File: src/rtl/dlbp_pkg.sv
// Package for the definite-length block parser.
// Holds the phase, status and register index codes, character constants, register reset values
// and the length overflow value. No dependencies.
package dlbp_pkg;

  // Parser phase, one-hot
  typedef enum logic [3:0] {
    PH_HUNT    = 4'b0001,
    PH_DIGIT   = 4'b0010,
    PH_LENGTH  = 4'b0100,
    PH_PAYLOAD = 4'b1000
  } phase_t;

  // Block status codes reported with block_done
  typedef enum logic [2:0] {
    ST_BUSY       = 3'd0,
    ST_OK         = 3'd1,
    ST_NO_MARKER  = 3'd2,
    ST_BAD_DIGIT  = 3'd3,
    ST_ZERO_DIGIT = 3'd4,
    ST_BAD_LENGTH = 3'd5,
    ST_BAD_SAMPLE = 3'd6
  } status_t;

  // Configuration register indexes
  typedef enum logic [1:0] {
    REG_MAX_BLOCK_BYTES = 2'd0,
    REG_RESYNC_LIMIT    = 2'd1,
    REG_LIMIT_MAGNITUDE = 2'd2
  } reg_index_t;

  localparam int CFG_DATA_W = 31;

  // Characters
  localparam logic [7:0] CHAR_HASH = 8'h23;
  localparam logic [7:0] CHAR_ZERO = 8'h30;
  localparam logic [7:0] CHAR_NINE = 8'h39;

  // Register reset values
  localparam logic [15:0] MAX_BLOCK_BYTES_RST = 16'd64000;
  localparam logic [15:0] RESYNC_LIMIT_RST    = 16'd2000;
  localparam logic [30:0] LIMIT_MAGNITUDE_RST = 31'h4348_0000; // 200.0 as float32

  // Length value flagged on overflow
  localparam logic [16:0] LENGTH_OVF_VALUE = 17'h1_0000;

endpackage

File: src/rtl/definite_length_block_parser.sv
// Top level of the definite-length block parser ("#<n><len><payload>").
// Depends on dlbp_pkg for phase/status codes and constants.
//
// Usage:
//  - Input channel: one received byte per beat (rx_byte) with a restart flag that
//    abandons any block in progress before the byte is handled. A beat is taken
//    when in_valid is high and in_stall is low.
//  - Output channel: exactly one result beat per input beat, in order: payload
//    marking, last-byte flag, done flag, status and decoded length.
//  - Configuration: cfg_wr_en with cfg_index/cfg_data writes one register;
//    index 0 max_block_bytes, 1 resync_limit, 2 limit_magnitude. Write only
//    while the block holds no unfinished beat.
//  - Result path: a beat taken is held in the input register; its result is loaded
//    into the result register when the parser steps, which out_stall can hold back.
//  - Throughput: one byte per clock unless stalled by out_stall; every step is a
//    single update of the parser state between the input and result registers.
//  - Stall: when out_stall holds the result register full, the input register
//    holds too and in_stall goes high; no beat is lost or repeated.
//  - Reset (rst, synchronous): both registers empty, parser hunts for the marker,
//    registers return to 64000, 2000 and 200.0.
module definite_length_block_parser
  import dlbp_pkg::*;
(
  input  logic                  clk,
  input  logic                  rst,
  // input channel
  input  logic                  in_valid,
  output logic                  in_stall,
  input  logic [7:0]            rx_byte,
  input  logic                  restart,
  // output channel
  output logic                  out_valid,
  input  logic                  out_stall,
  output logic                  payload_valid,
  output logic [7:0]            payload_byte,
  output logic                  payload_last,
  output logic                  block_done,
  output logic [2:0]            block_status,
  output logic [15:0]           block_bytes,
  // configuration
  input  logic                  cfg_wr_en,
  input  logic [1:0]            cfg_index,
  input  logic [CFG_DATA_W-1:0] cfg_data
);

  // Configuration registers
  logic [15:0] max_block_bytes;
  logic [15:0] resync_limit;
  logic [30:0] limit_magnitude;

  always_ff @(posedge clk) begin
    if (rst) begin
      max_block_bytes <= MAX_BLOCK_BYTES_RST;
      resync_limit    <= RESYNC_LIMIT_RST;
      limit_magnitude <= LIMIT_MAGNITUDE_RST;
    end else if (cfg_wr_en) begin
      unique case (reg_index_t'(cfg_index))
        REG_MAX_BLOCK_BYTES: max_block_bytes <= cfg_data[15:0];
        REG_RESYNC_LIMIT:    resync_limit    <= cfg_data[15:0];
        REG_LIMIT_MAGNITUDE: limit_magnitude <= cfg_data[30:0];
        default: ;
      endcase
    end
  end

  // Handshake: input register and result register
  logic       in_full;
  logic [7:0] in_byte;
  logic       in_restart;
  logic       step;

  assign step     = in_full && (!out_valid || !out_stall);
  assign in_stall = in_full && !step;

  always_ff @(posedge clk) begin
    if (rst) begin
      in_full <= 1'b0;
    end else if (!in_stall) begin
      in_full <= in_valid;
    end
  end

  always_ff @(posedge clk) begin
    if (in_valid && !in_stall) begin
      in_byte    <= rx_byte;
      in_restart <= restart;
    end
  end

  // Parser state
  phase_t      phase,           phase_next;
  logic [15:0] scan_count,      scan_count_next;
  logic [3:0]  digits_left,     digits_left_next;
  logic [16:0] length_acc,      length_acc_next;
  logic        length_overflow, length_overflow_next;
  logic        length_ended,    length_ended_next;
  logic [15:0] bytes_left,      bytes_left_next;
  logic [23:0] word_bytes,      word_bytes_next;
  logic [1:0]  byte_lane,       byte_lane_next;
  logic        sample_bad,      sample_bad_next;

  // Result of the current step
  logic        r_pv, r_pl, r_done;
  logic [7:0]  r_pb;
  status_t     r_status;
  logic [15:0] r_nbytes;

  // Scratch values
  logic        go_hunt;
  logic        is_digit;
  logic [3:0]  digit_val;
  logic [15:0] scan_inc;
  logic [15:0] scan_lim;
  logic [19:0] len_mul;
  logic [30:0] word_full;

  assign is_digit  = (in_byte >= CHAR_ZERO) && (in_byte <= CHAR_NINE);
  assign digit_val = 4'(in_byte - CHAR_ZERO);
  assign scan_lim  = (resync_limit == 16'd0) ? 16'd1 : resync_limit;
  // magnitude bits only: the sign bit of the top byte is dropped
  assign word_full = {in_byte[6:0], word_bytes};

  always_comb begin
    // restart abandons the block before the byte is handled
    phase_next           = in_restart ? PH_HUNT : phase;
    scan_count_next      = in_restart ? 16'd0 : scan_count;
    digits_left_next     = in_restart ? 4'd0 : digits_left;
    length_overflow_next = in_restart ? 1'b0 : length_overflow;
    length_ended_next    = in_restart ? 1'b0 : length_ended;
    bytes_left_next      = in_restart ? 16'd0 : bytes_left;
    word_bytes_next      = in_restart ? 24'd0 : word_bytes;
    byte_lane_next       = in_restart ? 2'd0 : byte_lane;
    sample_bad_next      = in_restart ? 1'b0 : sample_bad;
    length_acc_next      = length_acc;

    r_pv     = 1'b0;
    r_pb     = 8'd0;
    r_pl     = 1'b0;
    r_done   = 1'b0;
    r_status = ST_BUSY;
    r_nbytes = 16'd0;
    go_hunt  = 1'b0;
    scan_inc = scan_count_next + 16'd1;
    len_mul  = {length_acc_next, 3'b000} + {2'b00, length_acc_next, 1'b0}
             + {16'd0, digit_val};

    unique case (phase_next)
      PH_HUNT: begin
        if (in_byte == CHAR_HASH) begin
          scan_count_next = 16'd0;
          phase_next      = PH_DIGIT;
        end else begin
          scan_count_next = scan_inc;
          if (scan_inc >= scan_lim) begin
            r_done   = 1'b1;
            r_status = ST_NO_MARKER;
            go_hunt  = 1'b1;
          end
        end
      end
      PH_DIGIT: begin
        if (!is_digit) begin
          r_done   = 1'b1;
          r_status = ST_BAD_DIGIT;
          go_hunt  = 1'b1;
        end else if (in_byte == CHAR_ZERO) begin
          r_done   = 1'b1;
          r_status = ST_ZERO_DIGIT;
          go_hunt  = 1'b1;
        end else begin
          digits_left_next     = digit_val;
          length_acc_next      = 17'd0;
          length_overflow_next = 1'b0;
          length_ended_next    = 1'b0;
          phase_next           = PH_LENGTH;
        end
      end
      PH_LENGTH: begin
        // first non-digit ends the value; later characters only count down
        if (!length_ended_next) begin
          if (is_digit) begin
            if (!length_overflow_next) begin
              if (len_mul > 20'h0_FFFF) begin
                length_overflow_next = 1'b1;
                length_acc_next      = LENGTH_OVF_VALUE;
              end else begin
                length_acc_next = len_mul[16:0];
              end
            end
          end else begin
            length_ended_next = 1'b1;
          end
        end
        digits_left_next = digits_left_next - 4'd1;
        if (digits_left_next == 4'd0) begin
          if (length_overflow_next || (length_acc_next == 17'd0) ||
              (length_acc_next > {1'b0, max_block_bytes})) begin
            r_done   = 1'b1;
            r_status = ST_BAD_LENGTH;
            go_hunt  = 1'b1;
          end else begin
            bytes_left_next = length_acc_next[15:0];
            word_bytes_next = 24'd0;
            byte_lane_next  = 2'd0;
            sample_bad_next = 1'b0;
            phase_next      = PH_PAYLOAD;
          end
        end
      end
      PH_PAYLOAD: begin
        r_pv = 1'b1;
        r_pb = in_byte;
        // little-endian float32 gathering and magnitude check
        case (byte_lane_next)
          2'd3: begin
            if (word_full[30:0] > limit_magnitude) sample_bad_next = 1'b1;
            word_bytes_next = 24'd0;
            byte_lane_next  = 2'd0;
          end
          2'd2: begin
            word_bytes_next[23:16] = in_byte;
            byte_lane_next         = 2'd3;
          end
          2'd1: begin
            word_bytes_next[15:8] = in_byte;
            byte_lane_next        = 2'd2;
          end
          default: begin
            word_bytes_next[7:0] = in_byte;
            byte_lane_next       = 2'd1;
          end
        endcase
        bytes_left_next = bytes_left_next - 16'd1;
        if (bytes_left_next == 16'd0) begin
          r_pl    = 1'b1;
          r_done  = 1'b1;
          go_hunt = 1'b1;
          if (sample_bad_next) begin
            r_status = ST_BAD_SAMPLE;
          end else begin
            r_status = ST_OK;
            r_nbytes = length_acc_next[15:0];
          end
        end
      end
      default: ;
    endcase

    // finish or failure: back to the marker hunt
    if (go_hunt) begin
      phase_next           = PH_HUNT;
      scan_count_next      = 16'd0;
      digits_left_next     = 4'd0;
      length_overflow_next = 1'b0;
      length_ended_next    = 1'b0;
      bytes_left_next      = 16'd0;
      word_bytes_next      = 24'd0;
      byte_lane_next       = 2'd0;
      sample_bad_next      = 1'b0;
    end
  end

  // State update on each step
  always_ff @(posedge clk) begin
    if (rst) begin
      phase           <= PH_HUNT;
      scan_count      <= 16'd0;
      digits_left     <= 4'd0;
      length_acc      <= 17'd0;
      length_overflow <= 1'b0;
      length_ended    <= 1'b0;
      bytes_left      <= 16'd0;
      word_bytes      <= 24'd0;
      byte_lane       <= 2'd0;
      sample_bad      <= 1'b0;
    end else if (step) begin
      phase           <= phase_next;
      scan_count      <= scan_count_next;
      digits_left     <= digits_left_next;
      length_acc      <= length_acc_next;
      length_overflow <= length_overflow_next;
      length_ended    <= length_ended_next;
      bytes_left      <= bytes_left_next;
      word_bytes      <= word_bytes_next;
      byte_lane       <= byte_lane_next;
      sample_bad      <= sample_bad_next;
    end
  end

  // Result register
  always_ff @(posedge clk) begin
    if (rst) begin
      out_valid <= 1'b0;
    end else if (step) begin
      out_valid <= 1'b1;
    end else if (!out_stall) begin
      out_valid <= 1'b0;
    end
  end

  always_ff @(posedge clk) begin
    if (step) begin
      payload_valid <= r_pv;
      payload_byte  <= r_pb;
      payload_last  <= r_pl;
      block_done    <= r_done;
      block_status  <= r_status;
      block_bytes   <= r_nbytes;
    end
  end

endmodule

File: config.mk
export PLATFORM = sky130hd
export DESIGN_NAME = definite_length_block_parser
export DESIGN_NICKNAME = d
export VERILOG_FILES = /design/src/rtl/dlbp_pkg.sv /design/src/rtl/definite_length_block_parser.sv
export SDC_FILE = /design/constraint.sdc
export NUM_CORES = 1
export LEC_CHECK = 0
export BUFFER_PORTS_ARGS = -buffer_cell sky130_fd_sc_hd__buf_2
export CELL_PAD_IN_SITES_DETAIL_PLACEMENT = 1
export CELL_PAD_IN_SITES_GLOBAL_PLACEMENT = 1
export CORE_ASPECT_RATIO = 0.7
export CORE_UTILIZATION = 46
export DETAILED_ROUTE_END_ITERATION = 7
export PLACE_DENSITY_LB_ADDON = 0.1
export SKIP_CTS_REPAIR_TIMING = 1
export SLEW_MARGIN = 5
export SYNTH_ARGS = -nofsm -noshare
export SYNTH_HDL_FRONTEND = slang
export SYNTH_SLANG_ARGS = --single-unit
File: constraint.sdc
create_clock -name clk -period 7.3 [get_ports clk]
set_clock_uncertainty 0.15 [all_clocks]
set_input_delay 1.825 -clock clk [delete_from_list [all_inputs] [get_ports clk]]
set_output_delay 1.825 -clock clk [all_outputs]
set_load 0.1 [all_outputs]
==> key figures, run 1 <==
Synth
  – Synth warnings: 0
  – Synthesized net count: about 1500
  – Seq cells post-synth: 190
  – Gate Count Post-Synth: approximately 1400
  – Async SR Flop Fraction: 0
  – Yosys cell types: 77
  – Main flop type after synthesis: dfxtp_1
  – Ranking of synthesized cells by area: dfxtp_1, ha_1, edfxtp_1, nand2_1, a21oi_1
  – Post-synthesis sequential area ratio: 0.368
  – Synthesized cell area: 11400 µm²
  – Post-synth top area share: 0.265
  – Synthesized area per cell: around 8.3 µm²
  – Cell taking the most area after synthesis: dfxtp_1
  – EDFF count, synth: 39

Layout
  – Nets: between 1500 and 2000
  – Highest-count cells in the layout ignoring fill and taps: nand2_1, dfxtp_1, a21oi_1
  – Layout Cells excl Fill: ~1800
  – Antenna cells: 0
  – Layout cell share with drive strength beyond 1: 0.123
  – Most common cell after layout, fill and taps aside: nand2_1
  – FILL cells: 2952
  – Layout area overhead: 12.0%

Pwr
  – PwrDens: 176 nW/µm²
  – Max VDD drop: about 170 µV
  – Leakage: between 5 and 6 nW

Global routing
  – Congestion Overflow GR: 0
  – Initial antenna violation count: 0
  – Gr usage total: 0.313
  – First-pass GRT wire length: 61300 µm
  – Largest net degree at the start of global routing: 47
  – Vias in the first global route: approximately 11000

Route
  – First drt pass iteration count: 5
  – Wire per inst: around 22 µm
  – Post-route antenna net violation count: 0
  – Iter 0 DRT Violations: slightly below 900
  – DRC: 0
  – Vias post-DR: around 11000
  – Vias/cell: ~6
  – Final wirelength: between 30000 and 40000 µm

Clocking
  – Cts bufs inserted: 17
  – Clock Path Buffers: 2
  – Clock-pin slew of the registers on the worst-case setup and hold paths: about 0.08 ns
  – CTS tree: yes
  – Insertion delay to the later sink of the worst-skew pair: around 0.45 ns
  – Clock H-tree levels: 4
  – Clk sinks: between 150 and 200
  – Root buffer cell: clkbuf_16

Setup path
  – Arr. time, crit path: roughly 7.0 ns
  – Crit Path Max Fanout: 12
  – Crit path launch type: register
  – Crit path kind: reg -> reg
  – CP cell instances: inv_1 -> fa_1 -> inv_1 -> fa_1 -> a211o_1 -> a221oi_2 -> o21ai_1 -> a41oi_1 -> xor2_1 -> nand3_2 -> o31ai_2 -> ha_1 -> o21a_1 -> o21ai_0 -> o21bai_1 -> a22oi_1 -> and3_1 -> a21boi_2 -> nand2_2 -> a41oi_2 -> o21ai_0
  – CP endpoint kind: register
  – Required time of the worst setup path: roughly 7.5 ns
  – Max stage delay cell, worst path: fa_1
  – Slowest stage delay, CP: roughly 0.54 ns

Floorplan
  – Overall die height: about 130 µm
  – I/O pin total: 79
  – # rows: 47
  – Initial core utilization: 0.475
  – CORE AREA: about 24000 µm²
  – Die area: 25400 µm²
  – Die X: approximately 190 µm

Worst hold path
  – Hold WC Path Type: reg -> reg

Timing
  – Final Setup Violations: 0
  – Period utilization: 0.936
  – Max Freq: about 150 MHz
  – Final WS setup: around 0.46 ns
  – TNS Setup: 0 ns
  – Max Slew Vio Count: 0
  – Slew headroom: 0.148
  – Tightest Pin Transition: about 1.3 ns
  – Fin. Hold Viols: 0
  – Final min period: between 6 and 7 ns
  – RSZ-0062 raised after global routing: no

Place
  – Inst Count DP: between 1500 and 2000
  – Port Buf Inserts: just under 80
  – GPL Wtd Cong: slightly above 0.9
  – Hpwl dp: ~29000 µm
  – Post-Place Worst Slack: a little over 0.3 ns

Outcome
  – Outcome: completed

Run
  – Max_cap viols: 0
==> synthesized netlist by cell type, drive strengths merged (6+ instances only) <==
cell type / number
nor3b: 6
inv: 83
clkbuf: 60
nor2b: 16
dfxtp: 151
or4: 6
a22oi: 25
and3: 32
and2: 17
a311oi: 8
nand4: 24
a21o: 26
nor3: 19
ha: 105
a22o: 29
nand2b: 6
xnor2: 14
a21oi: 107
o21ai: 80
edfxtp: 39
nand2: 227
a31oi: 9
nor4: 16
nor2: 91
xor2: 21
nand3: 25
o211ai: 19
o21a: 11
buf: 11
o31ai: 11
==> cell type report <==
class | count | area (µm²) | share of cell area
Tap cell | 318 | 398 | 0.0311
Clock buffer | 20 | 448 | 0.0351
Sequential cell | 190 | 4190 | 0.328
Multi-Input combinational cell | 1030 | 6630 | 0.519
Timing Repair Buffer | 117 | 683 | 0.0535
Clock inverter | 12 | 103 | 0.00803
Inverter | 85 | 319 | 0.0250
==> stage by stage <==
stage          hold slack (ns)  cell area (µm²)  utilization  total power, mW
2_1_floorplan            0.286            11400            -             1.28
3_3_place_gp             0.293            12200        0.509             1.35
3_5_place_dp             0.297            12200        0.509             1.35
4_1_cts                  0.308            12800        0.531             2.26
5_1_grt                  0.329            12800        0.533             2.32
6_report                 0.306            12800        0.533             2.25
==> cell families after synthesis <==
kind of cell / share of synthesized area
xor gates and xnor gates: 0.0269
AOI/OAI and AO/OA: 0.220
buffers and inverters: 0.0539
muxes: 0.00362
and+or+nand+nor: 0.209
DFF: 0.368
adders and majority gates: 0.119
==> path summary, 6_finish.rpt <==
check,startpoint,cells past startpoint,slack [ns],to
setup / recovery,length_acc[0]$_SDFFE_PP0P_,21,0.46,word_bytes[1]$_SDFFE_PP0P_
hold / removal,limit_magnitude[5]$_SDFFE_PP0P_,2,0.31,limit_magnitude[5]$_SDFFE_PP0P_
setup reg to reg,length_acc[0]$_SDFFE_PP0P_,21,0.46,word_bytes[1]$_SDFFE_PP0P_
hold reg to reg,limit_magnitude[5]$_SDFFE_PP0P_,2,0.31,limit_magnitude[5]$_SDFFE_PP0P_
==> sequential cells by signal (all words and copies together), names as in the netlist, 2 cells and up <==
signal / cells
block_bytes: 16
block_status: 3
byte_lane: 2
bytes_left: 16
digits_left: 4
in_byte: 8
length_acc: 17
limit_magnitude: 31
max_block_bytes: 16
payload_byte: 8
phase: 4
resync_limit: 16
scan_count: 16
word_bytes: 24
==> layer usage <==
layer  share of wire  vias up  track usage  wire length, µm
li1                -     5077            -                -
met1            0.48     5282        0.457            18700
met2            0.43      423        0.475            16600
met3           0.082       52       0.0603             3200
met4           0.015        0       0.0658              573
met5               0        -            0                0
==> report_power, final <==
part           switching [mW]  internal [mW]  leakage (nW)  total [mW]
combinational           0.165         0.0539          3.59       0.219
clock                   0.465          0.458         0.270       0.922
sequential             0.0175           1.09          1.59        1.11
total                   0.647           1.61          5.45        2.25
==> critical path, delay by kind of cell, from the launching register on <==
kind / cells / cell delay [ns]
AOI/OAI and AO/OA: 12 / 3.43
adders and majority gates: 3 / 1.36
and+or+nand+nor: 3 / 0.85
DFF: 1 / 0.40
xor gates and xnor gates: 1 / 0.32
buffers and inverters: 2 / 0.19
Power figures use the tool's default switching activity.
==> run 2, diff against run 1 <==
==> constraint.sdc (replaced) <==
create_clock -name clk -period 7 [get_ports clk]
set_clock_uncertainty 0.15 [all_clocks]
set_input_delay 1.75 -clock clk [delete_from_list [all_inputs] [get_ports clk]]
set_output_delay 1.75 -clock clk [all_outputs]
set_load 0.1 [all_outputs]
==> run 2 against run 1 <==
Effect of this change: clock-buffer cell count increased by 1; wire length grew 0.49%; sequential share of layout area is 0.12 points lower; critical path depth increased by 1; die area is the same; sequential power up 5%; sequential cell count did not move; via count barely moved; global-route usage rose by 0.49 points; critical path type unchanged.
==> key figures, run 2 (synthesis results as in run 1) <==
Clocking
  – Clock Path Buffers: 2 (unchanged)
  – Cts bufs inserted: 17 (unchanged)
  – Clock H-tree levels: 4 (unchanged)
  – Root buffer cell: clkbuf_16
  – CTS tree: yes
  – Insertion delay to the later sink of the worst-skew pair: 0.45 ns (about the same)
  – Clock-pin slew of the registers on the worst-case setup and hold paths: 0.08 ns (about the same)
  – Clk sinks: 190 (unchanged)

Global routing
  – Vias in the first global route: 10700 (-0.88%)
  – First-pass GRT wire length: 62100 µm (+1.4%)
  – Largest net degree at the start of global routing: 48 (+2.1%)
  – Gr usage total: 0.318 (+0.00488)
  – Congestion Overflow GR: 0 (unchanged)
  – Initial antenna violation count: 0 (unchanged)

Route
  – Vias post-DR: 10800 (-0.046%)
  – Iter 0 DRT Violations: 943 (+6.6%)
  – Wire per inst: 22.1 µm (+0.32%)
  – Vias/cell: 6.10 (-0.22%)
  – Highest routed layer: met4
  – DR WL met2: 16400 µm (-1.5%)
  – First drt pass iteration count: 5 (unchanged)
  – Metal3 WL: 2830 µm (-12%)
  – Final wirelength: 39200 µm (+0.49%)
  – M1 WL: 19600 µm (+4.9%)
  – DRC: 0 (unchanged)
  – Post-route antenna net violation count: 0 (unchanged)

Outcome
  – Outcome: completed

Floorplan
  – Die X: 190 µm (unchanged)
  – Die area: 25400 µm² (unchanged)
  – I/O pin total: 79 (unchanged)
  – CORE AREA: 24000 µm² (unchanged)
  – # rows: 47 (unchanged)
  – Overall die height: 134 µm (unchanged)
  – Initial core utilization: 0.475 (unchanged)

Setup path
  – Crit Path Max Fanout: 12 (unchanged)
  – CP cell instances: inv_1 -> fa_1 -> inv_1 -> fa_1 -> a211o_1 -> a221oi_2 -> o21ai_1 -> a41oi_1 -> xor2_2 -> nand3_4 -> o31ai_1 -> ha_1 -> o21a_1 -> o21ai_0 -> o21bai_1 -> a22oi_1 -> and3_1 -> a21oi_1 -> a21o_2 -> nor2_2 -> and4_1 -> a22o_1
  – Crit path launch type: register
  – Max stage delay cell, worst path: and4_1
  – Crit path kind: reg -> reg
  – CP endpoint kind: register
  – Slowest stage delay, CP: 0.58 ns (+0.04 ns)
  – Delay-heaviest family, CP: compound AO/OA/AOI/OAI gates
  – CP bufs+invs: 2 (unchanged)
  – Arr. time, crit path: 6.90 ns (-0.10 ns)
  – Required time of the worst setup path: 7.24 ns (-0.23 ns)

Layout
  – Seq. cell area: 4190 µm² (unchanged)
  – Top Registers: limit_magnitude (31), word_bytes (24), length_acc (17)
  – Final instance area: 12800 µm² (+0.37%)
  – Layout area overhead: 12.5%
  – Largest register FFs: 31 (unchanged)
  – Highest-count cells in the layout ignoring fill and taps: nand2_1, dfxtp_1, a21oi_1, ha_1, nor2_1
  – Nets: 1598 (+0.19%)
  – Layout cell share with drive strength beyond 1: 0.125 (+0.00181)
  – Largest reg by FF count: limit_magnitude
  – Most common cell after layout, fill and taps aside: nand2_1
  – Multi-input gate area: 6650 µm² (+0.30%)
  – Antenna cells: 0 (unchanged)
  – FILL cells: 2921 (-1.1%)

Timing
  – Tightest Pin Transition: 1.27 ns (-0.00591 ns)
  – Final WS setup: 0.338 ns (-0.127 ns)
  – Fin. Hold Viols: 0 (unchanged)
  – Max Freq: 150 MHz (+2.6%)
  – Max Slew Vio Count: 0 (unchanged)
  – TNS Setup: 0 ns (unchanged)
  – Period utilization: 0.952 (+0.0154)
  – Final Setup Violations: 0 (unchanged)
  – Slew headroom: 0.152 (+0.00395)
  – RSZ-0062 raised after global routing: no
  – Final min period: 6.66 ns (-0.173 ns)

Pwr
  – Leakage: 5.45 nW (+0.12%)
  – Logic pwr share: 0.099 (+0.002)
  – Switch share: 0.279 (-0.00856)
  – Sequential share of power: 0.495 (+0.002)
  – Switching component of the power: 0.651 mW (+0.59%)
  – P_int: 1.68 mW (+4.9%)
  – PwrDens: 182 nW/µm² (+3.3%)
  – Max VDD drop: 174 µV (+3.4%)
  – Clock Power Share: 0.406 (-0.003)

Place
  – Port Buf Inserts: 78 (unchanged)
  – Hpwl dp: 29100 µm (+0.83%)
  – DP Area: 12200 µm² (+0.13%)
  – Post-Place Worst Slack: -0.0502 ns (-0.359 ns)
  – GPL Wtd Cong: 0.906 (-2.1%)

Worst hold path
  – Hold WC Path Type: reg -> reg

Run
  – Max_cap viols: 0 (unchanged)
## run 2: cell types whose count changed in the layout (fill, tap and decap cells not counted), sizes merged
| cell | delta |
|---|---|
| clkbuf | +1 |
| clkinvlp | +2 |
| clkinv | +3 |
| buf | +3 |
| inv | -6 |
## run 2: final timing paths
| check | start | endpoint | slack [ns] | cells after the start |
|---|---|---|---|---|
| hold / removal | limit_magnitude[6]$_SDFFE_PP0P_ | limit_magnitude[6]$_SDFFE_PP0P_ | 0.31 | 2 |
| setup / recovery | length_acc[2]$_SDFFE_PP0P_ | scan_count[9]$_SDFFE_PP0P_ | 0.34 | 22 |
| setup reg to reg | length_acc[2]$_SDFFE_PP0P_ | scan_count[9]$_SDFFE_PP0P_ | 0.34 | 22 |
| hold reg to reg | limit_magnitude[6]$_SDFFE_PP0P_ | limit_magnitude[6]$_SDFFE_PP0P_ | 0.31 | 2 |
## run 2: layout make-up
| type | instances | share of cell area |
|---|---|---|
| clock inverters | 11 | 0.00654 |
| well taps | 318 | 0.0310 |
| repair buffers | 120 | 0.0550 |
| clock buffers | 21 | 0.0368 |
| multi-input cells | 1030 | 0.519 |
| inverters | 85 | 0.0249 |
| flip-flops and latches | 190 | 0.327 |
## run 2: per-stage QoR
step	utilization	std cells	hold WS [ns]	power (mW)
after detailed placement	0.509	1743	0.298	1.41
after global placement	0.509	1743	0.294	1.40
final	0.535	1775	0.307	2.34
after floorplan	-	1376	0.286	1.33
after global routing	0.535	1775	0.329	2.42
after CTS	0.532	1775	0.308	2.34
## run 2: tightest hold or removal path, cell delays in order, from the launching register on
cell and delay, ns:
dfxtp_1 0.31, nand2_1 0.05, a21oi_1 0.05
## run 2: power by group through the flow
stage,registers (mW),clock network [mW],logic (mW)
6_report,1.16,0.948,0.231
5_1_grt,1.16,1.01,0.247
4_1_cts,1.16,0.959,0.229
3_5_place_dp,1.18,0,0.227
3_3_place_gp,1.18,0,0.222
2_1_floorplan,1.23,0,0.0956
## run 2: per-layer routing
metal | track usage | up-vias
li1 | - | 5079
met1 | 0.488 | 5337
met2 | 0.462 | 374
met3 | 0.0487 | 39
met4 | 0.0698 | 0
met5 | 0 | -
==> run 3, diff against run 2 <==
--- a/config.mk
+++ b/config.mk
@@ -5,13 +5,15 @@
 export SDC_FILE = /design/constraint.sdc
 export NUM_CORES = 1
 export LEC_CHECK = 0
+export ABC_AREA = 1
 export BUFFER_PORTS_ARGS = -buffer_cell sky130_fd_sc_hd__buf_2
 export CELL_PAD_IN_SITES_DETAIL_PLACEMENT = 1
 export CELL_PAD_IN_SITES_GLOBAL_PLACEMENT = 1
 export CORE_ASPECT_RATIO = 0.7
-export CORE_UTILIZATION = 46
+export CORE_UTILIZATION = 45
 export DETAILED_ROUTE_END_ITERATION = 7
 export PLACE_DENSITY_LB_ADDON = 0.1
+export SETUP_SLACK_MARGIN = 0.3
 export SKIP_CTS_REPAIR_TIMING = 1
 export SLEW_MARGIN = 5
 export SYNTH_ARGS = -nofsm -noshare
==> run 3 against run 2 <==
Effect of this change: the run now ends with DRC left; final cell count increased by 32%; register-to-register slack improved by 0.53 ns; sequential cell count unchanged; utilization decreased by 3.0 points; via count increased by 22%; critical path depth increased by 10; global-route usage decreased by 0.68 points; worst hold slack improved by 0.011 ns; non-clock buffer count decreased by 26; wire length increased by 17%; sequential power about the same; largest power group unchanged.
==> key figures, run 3 <==
Timing
  – Final WS setup: 0.865 ns (+0.528 ns)
  – TNS Setup: 0 ns (unchanged)
  – Hold_ws: 0.318 ns (+0.0112 ns)
  – Tightest Pin Transition: 1.09 ns (-0.178 ns)
  – RSZ-0062 raised after global routing: no
  – Final Setup Violations: 0 (unchanged)
  – Slew headroom: 0.271 (+0.119)
  – Max Slew Vio Count: 0 (unchanged)
  – Max Freq: 163 MHz (+8.6%)
  – Final min period: 6.13 ns (-0.528 ns)
  – Period utilization: 0.876 (-0.0754)
  – Fin. Hold Viols: 0 (unchanged)

Layout
  – FILL cells: 3772 (+29%)
  – Layout cell share with drive strength beyond 1: 0.0899 (-0.0350)
  – Seq. cell area: 4190 µm² (unchanged)
  – Final core utilization: 0.505 (-0.0296)
  – Largest reg by FF count: limit_magnitude
  – Multi-input gate area: 7510 µm² (+13%)
  – Layout area overhead: 8.48%
  – Layout Cells excl Fill: 2350 (+32%)
  – Antenna cells: 0 (unchanged)
  – Largest register FFs: 31 (unchanged)
  – Highest-count cells in the layout ignoring fill and taps: nand2_1, inv_1, nor2_1
  – Final instance area: 14300 µm² (+11%)
  – Nets: 2120 (+33%)
  – Most common cell after layout, fill and taps aside: nand2_1
  – Top Registers: limit_magnitude (31), word_bytes (24), length_acc (17)

Route
  – Vias post-DR: 13200 (+22%)
  – M1 WL: 23600 µm (+20%)
  – Highest routed layer: met5
  – Post-route antenna net violation count: 0 (unchanged)
  – DR WL met2: 19100 µm (+17%)
  – Vias/cell: 5.63 (-7.7%)
  – Final wirelength: 45900 µm (+17%)
  – Metal3 WL: 2510 µm (-11%)
  – Iter 0 DRT Violations: 1117 (+18%)
  – DRC: 6 (+6)
  – First drt pass iteration count: 7 (+2)
  – Wire per inst: 19.5 µm (-12%)

Synth
  – EDFF count, synth: 39 (unchanged)
  – Synthesized net count: 2095 (+37%)
  – Gate Count Post-Synth: 1941 (+41%)
  – Async SR Flop Fraction: 0 (unchanged)
  – Synth warnings: 0 (unchanged)
  – Most common cell in the netlist: nand2_1
  – Main flop type after synthesis: dfxtp_1
  – Ranking of synthesized cells by area: dfxtp_1, nand2_1, ha_1, edfxtp_1, a21oi_1
  – Synthesized cell area: 13200 µm² (+15%)
  – Post-synth top area share: 0.230 (-0.0353)
  – Cell taking the most area after synthesis: dfxtp_1
  – Seq cells post-synth: 190 (unchanged)
  – Yosys cell types: 53 (-31%)
  – Synth top cells by count: nand2_1, inv_1, nor2_1, a21oi_1, dfxtp_1
  – Synthesized area per cell: 6.78 µm² (-18%)
  – Post-synthesis sequential area ratio: 0.319 (-0.0490)

Pwr
  – Total power: 2.44 mW (+4.4%)
  – Clock Power Share: 0.410 (+0.004)
  – Max VDD drop: 134 µV (-23%)
  – Switching component of the power: 0.730 mW (+12%)
  – Leakage: 6.61 nW (+21%)
  – PwrDens: 171 nW/µm² (-6.2%)
  – Sequential share of power: 0.477 (-0.018)
  – Switch share: 0.299 (+0.0205)
  – Logic pwr share: 0.113 (+0.014)
  – P_int: 1.71 mW (+1.4%)

Clocking
  – Clock Path Buffers: 2 (unchanged)
  – Root buffer cell: clkbuf_16
  – CTS tree: yes
  – Insertion delay to the later sink of the worst-skew pair: 0.47 ns (+0.02 ns)
  – Clock-pin slew of the registers on the worst-case setup and hold paths: 0.08 ns (about the same)
  – Clk sinks: 190 (unchanged)
  – Clock H-tree levels: 4 (unchanged)
  – Cts bufs inserted: 17 (unchanged)

Global routing
  – Initial antenna violation count: 1 (+1)
  – Vias in the first global route: 13000 (+21%)
  – Gr usage total: 0.311 (-0.00683)
  – Congestion Overflow GR: 0 (unchanged)
  – First-pass GRT wire length: 72300 µm (+16%)
  – Largest net degree at the start of global routing: 70 (+46%)

Place
  – DP Area: 13700 µm² (+12%)
  – Hpwl dp: 33500 µm (+15%)
  – Inst Count DP: 2318 (+33%)
  – Post-Place Worst Slack: 0.991 ns (+1.04 ns)
  – Port Buf Inserts: 78 (unchanged)
  – GPL Wtd Cong: 0.925 (+2.1%)

Outcome
  – Outcome: finished with violations
  – Failing checks: DRC

Setup path
  – Slowest stage delay, CP: 0.60 ns (+0.02 ns)
  – CP endpoint kind: register
  – Crit path kind: reg -> reg
  – Crit path launch type: register
  – Required time of the worst setup path: 7.17 ns (-0.07 ns)
  – Max stage delay cell, worst path: edfxtp_1
  – Most used cell along the critical path: nand2_1
  – Crit Path Max Fanout: 44 (+32)
  – Arr. time, crit path: 6.31 ns (-0.59 ns)

Floorplan
  – CORE AREA: 28300 µm² (+18%)
  – Die area: 29900 µm² (+18%)
  – I/O pin total: 79 (unchanged)
  – Initial core utilization: 0.465 (-0.00984)
  – Overall die height: 145 µm (+8.5%)
  – # rows: 51 (+8.5%)
  – Die X: 206 µm (+8.5%)

Run
  – Max_cap viols: 0 (unchanged)

Worst hold path
  – Hold WC Path Type: reg -> reg
==> run 3: power groups by stage <==
| stage | clock, mW | sequential (mW) | combinational, mW |
|---|---|---|---|
| 2_1_floorplan | 0 | 1.22 | 0.153 |
| 5_1_grt | 1.05 | 1.16 | 0.299 |
| 3_5_place_dp | 0 | 1.19 | 0.272 |
| 3_3_place_gp | 0 | 1.19 | 0.264 |
| 6_report | 0.998 | 1.16 | 0.276 |
| 4_1_cts | 1.01 | 1.16 | 0.274 |
==> run 3: critical path, delay by kind of cell (launching register included) <==
family,cells,cell delay [ns]
and+or+nand+nor,21,2.93
adders and majority gates,3,1.14
AOI/OAI and AO/OA,5,0.61
DFF,1,0.60
buffers and inverters,3,0.52
==> run 3: worst paths after layout <==
path,to,slack (ns),startpoint,cells past startpoint
max,scan_count[0]$_SDFFE_PP0P_,0.87,in_byte[3]$_DFFE_PP_,32
min,scan_count[6]$_SDFFE_PP0P_,0.32,scan_count[6]$_SDFFE_PP0P_,2
max reg2reg,scan_count[0]$_SDFFE_PP0P_,0.87,in_byte[3]$_DFFE_PP_,32
min reg2reg,scan_count[6]$_SDFFE_PP0P_,0.32,scan_count[6]$_SDFFE_PP0P_,2
==> run 3: cells by family after synthesis <==
logic type / share of synthesized area
AND/OR/NAND/NOR: 0.268
XOR/XNOR: 0.0233
flip-flops: 0.319
buffers and inverters: 0.112
AO/OA/AOI/OAI: 0.175
adder cells (fa/ha/maj): 0.103
==> run 3: metal layers <==
layer	up-vias	track usage
li1	6412	-
met1	6454	0.480
met2	323	0.438
met3	44	0.0485
met4	2	0.0835
met5	-	0
==> run 3: layout make-up <==
| type | instances | share of cell area |
|---|---|---|
| Clock buffer | 21 | 0.0330 |
| Clock inverter | 11 | 0.00657 |
| Inverter | 273 | 0.0721 |
| Multi-Input combinational cell | 1390 | 0.526 |
| Sequential cell | 190 | 0.294 |
| Tap cell | 371 | 0.0325 |
| Timing Repair Buffer | 94 | 0.0358 |
